==> src/sv/cgr_mac.sv <==
// shared multiply accumulate unit: signed 33 x 18 product added to accumulator
// depends on nothing beyond the ports
`default_nettype none
module cgr_mac
(
    input  wire logic               clk,
    input  wire logic               clr,
    input  wire logic               en,
    input  wire logic signed [32:0] a,
    input  wire logic        [16:0] b,
    output logic signed [65:0]      acc
);
    logic signed [50:0] prod_reg;
    logic               prod_vld_reg;
    logic signed [65:0] acc_reg;

    always_ff @(posedge clk)
    begin
        prod_reg     <= a * $signed({1'b0, b});
        prod_vld_reg <= en;
        if (clr)
            acc_reg <= '0;
        else if (prod_vld_reg)
            acc_reg <= acc_reg + 66'(prod_reg);
    end

    assign acc = acc_reg;
endmodule
`default_nettype wire

==> config.mk <==
export PLATFORM = sky130hd
export DESIGN_NAME = cgr_mac
export DESIGN_NICKNAME = d
export VERILOG_FILES = /design/src/sv/cgr_mac.sv
export SDC_FILE = /design/constraint.sdc
export NUM_CORES = 2
export LEC_CHECK = 0
export CAP_MARGIN = 20
export CORE_ASPECT_RATIO = 0.7
export CORE_MARGIN = 10
export CORE_UTILIZATION = 26
export DETAILED_ROUTE_END_ITERATION = 10
export DONT_BUFFER_PORTS = 1
export GPL_TIMING_DRIVEN = 1
export SLEW_MARGIN = 20
export SYNTH_ARGS = -nofsm -noshare
export SYNTH_HDL_FRONTEND = slang
export SYNTH_SLANG_ARGS = --single-unit
==> constraint.sdc <==
create_clock -name clk -period 8.68 [get_ports clk]
set_clock_uncertainty 0.15 [all_clocks]
set_input_delay 0.868 -clock clk [delete_from_list [all_inputs] [get_ports clk]]
set_output_delay 0.868 -clock clk [all_outputs]
set_load 0.02 [all_outputs]
### Yosys cells after proc, flatten, opt, wreduce, memory -nomap -nowiden

Cells that the tools add are included.

* add/sub/neg operators: 1
* multiply operators: 1

Operators with widths (number)
* $add 66x51->66: 1
* $mul 33x18->51: 1

* flip-flop bits (word level): 118
* input bits: 53
* logic and storage cells: 5

### Longest topological paths before layout

* depth in word-level cells: 1
* gate-level depth with buffers: 26
* depth with buffers taken out: 25

### Worst setup path after synthesis

OpenSTA, ideal clock, no wires.

* path kind: input to register
* start point: input b[11]
* end point: register prod_reg[47]
* arrival: 6.883 ns
* path slack: 1.575 ns
* stages: 24
* path buffers: 2
* cell sequence: clkbuf_1 -> clkbuf_1 -> nand2_1 -> fa_1 -> inv_1 -> fa_1 -> fa_1 -> fa_1 -> fa_1 -> inv_1 -> fa_1 -> inv_1 -> ha_1 -> a21o_1 -> a21o_1 -> a21o_1 -> a21o_1 -> a2111oi_0 -> a21oi_1 -> a41oi_1 -> o21bai_1 -> a21o_1 -> a311oi_1 -> xnor2_1

* word-level cells in the longest chain between the ends: 1

Ends and longest elaborated chain
* from (decl): RTL line 10 `input wire logic [16:0] b,`
* $mul 33x18->51: RTL line 19 `prod_reg <= a * $signed({1'b0, b});`
* to (signal assigned): RTL line 19
* to (decl): RTL line 13 `logic signed [50:0] prod_reg;`

Every way passes these cells.
A chain may end at the register's enable or synchronous reset.

### Final worst setup path

* start point: input a[17]
* end point: register prod_reg[48]

* word-level cells in the longest chain between the ends: 1

Ends and longest elaborated chain
* from (decl): RTL line 9 `input wire logic signed [32:0] a,`
* $mul 33x18->51: RTL line 19

Every way passes these cells.

==> summary.txt <==
Placement
  – DP Area: about 28000 µm²
  – Post-DP HPWL: slightly above 60 mm
  – I/O Buffers: 0
  – Gpl congestion: ~0.9

Clock tree
  – CTS Buf Count: 17
  – Post-CTS Hold Fix Bufs: 0
  – Maximum clock path buffer count: 2
  – Root Buffer: clkbuf_16
  – Resized Gates After CTS: 0
  – Worst-skew pair later-pin latency: between 400 and 500 ps
  – Worst-path clk slew: around 60 ps
  – Clock net sink count: between 100 and 150
  – H-tree depth: 4
  – CTS tree: built
  – Setup Fix Bufs, Post-CTS: 0

Floorplanning
  – Top-Level Pins: roughly 120
  – Starting Density: 26.3%
  – Core area: roughly 100000 µm²
  – Rows: 97
  – Die H: 287 µm
  – Die width: roughly 400 µm
  – Full die area: roughly 110000 µm²

STA
  – Final hold vios: 0
  – TNS Setup: 0 ps
  – Worst Tran Pin Value: ~960 ps
  – Final min period: between 6000 and 7000 ps
  – Fin. max-slew vios: 0
  – Unrepaired setup endpoints after global routing: no
  – Tcrit/Tclk final: about four fifths
  – FMAX: roughly 0.14 GHz
  – Slew HR: a little over a third
  – Final setup viols: 0

Synth
  – EDFF count, synth: 0
  – Synth warnings: 0
  – Post-Syn Nets: 3828
  – Most common cell in the synthesized netlist: inv_1
  – Avg Cell Area, Syn: 8.65 µm²
  – Synth Instances: around 3100
  – Commonest cells in the netlist: 658 x inv_1, 537 x fa_1, 412 x nand2_1
  – Distinct cell type count after synthesis: slightly below 60
  – Synth async-reset ratio: 0%
  – Yosys top cell by area: fa_1
  – Cell area after synthesis: ~26000 µm²
  – Synth area leaders: fa_1 41%, inv_1 9.3%, dfxtp_1 8.9%, ha_1 8.8%, nand2_1 5.9%
  – Sequential share of the synthesized area: 8.94%
  – Top FF cell, synth: dfxtp_1
  – Post-synthesis register bit count: 118
  – Top cell type's share of synthesized area: just over 40%

Worst setup path
  – Critical path type: input pin to flip-flop
  – Cell mode on critical path: fa_1
  – Critical Path Fanout Max: 17
  – CP endpoint kind: flip-flop
  – Reg2Reg Setup Slack: about 4000 ps
  – Reg-to-Reg Start: acc[24]
  – Critical Path RT: roughly 9000 ps
  – Reg2Reg Capture Point: acc[65]
  – CP max-delay cell: fa_1
  – FF-to-FF path depth: 12
  – Cell Chain, Critical Path: and2_1 > fa_1 > inv_1 > fa_1 > fa_1 > inv_1 > fa_1 > fa_1 > inv_1 > fa_1 > inv_1 > ha_1 > and3_1 > nand4_1 > o211ai_1 > a41oi_1 > a21oi_1 > a31oi_1 > o31ai_1 > a21oi_1 > xnor2_1
  – Largest stage delay, worst path: roughly 540 ps
  – Crit path DAT: about 7000 ps
  – CP startpoint kind: input pin

GRT
  – Initial antenna violation count: 1
  – First-pass GRT wire length: roughly 120 mm
  – Total GRT Usage: between 10% and 20%
  – Maximum number of pins on one net before global-route repair: 58
  – GRT overflow: 0
  – Vias in the first global route: 19900

Worst hold path
  – Hold Path Cell Cnt: 0
  – Min-delay src: en
  – Hold EP: prod_vld_reg
  – Hold WC Path Type: input pin to flip-flop

Drt
  – Post-DR vias/cell: between 4 and 5
  – DR vias: a little under 20000
  – Drt drc: 0
  – Wire length per cell: ~17 µm
  – 1st-iter DRT viols: 1269
  – Antenna Nets Post-Route: 0
  – First drt pass iteration count: 6
  – Final WL: ~74 mm

Final layout
  – Ant diodes: 0
  – Fill cells: about 11000
  – Share of layout cells above drive strength 1: between 1 and 1.5%
  – Area grow syn2layout: 6.56%
  – Max reg flops: 66
  – NumNets Final: approximately 3700
  – Design Area, Final: roughly 28000 µm²

Status
  – Status: finished, final reports clean

Job
  – Max Cap Viol: 0
-- worst max path at each step --
stage                     cells after the start  slack [ps]   from            to
after floorplan                              24        1580  b[11]  prod_reg[47]
after global placement                       23        1390  a[10]  prod_reg[50]
after detailed placement                     21        1330   b[6]  prod_reg[48]
after CTS                                    21        1810  a[17]  prod_reg[48]
after global routing                         23        1340  a[24]  prod_reg[47]
final                                        21        1750  a[17]  prod_reg[48]
-- metal layers --
layer	routed length [µm]	track usage, %	share of wire, %
met2	29500	18.1	40
met5	0	0	0
met3	6500	3.57	8.7
met4	392	1.49	0.53
met1	38000	19.8	51
-- layout make-up --
cell class	instances	area, µm²	share of cell area [%]
multi-input cells	2139	21100	74.8
inverters	659	2470	8.79
flip-flops and latches	118	2370	8.40
clock inverters	14	138	0.489
well taps	1336	1670	5.94
clock buffers	18	429	1.52
repair buffers	1	7.51	0.0267
-- through the flow --
step | worst slack (ps) | util [%] | instances | hold slack, ps
6_report | 1750 | 28.0 | 4285 | 309
5_1_grt | 1340 | 28.0 | 4285 | 277
4_1_cts | 1810 | 28.0 | 4285 | 276
3_5_place_dp | 1330 | 27.5 | 4253 | 435
3_3_place_gp | 1390 | 27.5 | 4253 | 417
2_1_floorplan | 1580 | - | 3053 | 389
-- cells in the final DEF, fill, tap and decap left out, types with 5 or more instances in the layout --
| cell type | count |
|---|---|
| nor3_1 | 15 |
| clkinvlp_4 | 5 |
| dfxtp_1 | 117 |
| nor2_1 | 106 |
| or3_1 | 7 |
| xnor2_1 | 77 |
| nor2b_1 | 16 |
| a221o_1 | 5 |
| o21ai_0 | 46 |
| o31ai_1 | 7 |
| a21o_1 | 62 |
| nand3_1 | 16 |
| a31oi_1 | 11 |
| o21a_1 | 8 |
| a21oi_1 | 128 |
| mux2i_1 | 42 |
| nand2_1 | 412 |
| o211ai_1 | 7 |
| and4_1 | 5 |
| o21ai_1 | 36 |
| nand4_1 | 30 |
| a211oi_1 | 16 |
| inv_1 | 658 |
| fa_1 | 537 |
| o21bai_1 | 31 |
| clkbuf_16 | 17 |
| xor2_1 | 35 |
| nand2b_1 | 12 |
| ha_1 | 185 |
| and3_1 | 14 |
| inv_6 | 8 |
| and2_1 | 230 |
-- logic make-up (layout without fill, tap and decap cells) --
| group | Yosys count | in the layout | synth area share, % |
|---|---|---|---|
| multiplexers | 43 | 43 | 1.63 |
| buffers and inverters | 796 | 692 | 11.3 |
| flip-flops | 118 | 118 | 8.94 |
| adder cells (fa/ha/maj) | 722 | 722 | 49.4 |
| AO/OA/AOI/OAI | 392 | 392 | 9.33 |
| AND/OR/NAND/NOR | 870 | 870 | 15.6 |
| XOR/XNOR | 112 | 112 | 3.71 |
-- critical path: cells and delay by family --
family,cells,cell delay [ps]
buffers and inverters,4,210
xor gates and xnor gates,1,120
AOI/OAI and AO/OA,6,1940
and+or+nand+nor,3,550
adders and majority gates,7,3390
Power is not shown: default switching activity piles up to over one toggle a cycle in this logic, so the estimate is an artifact.
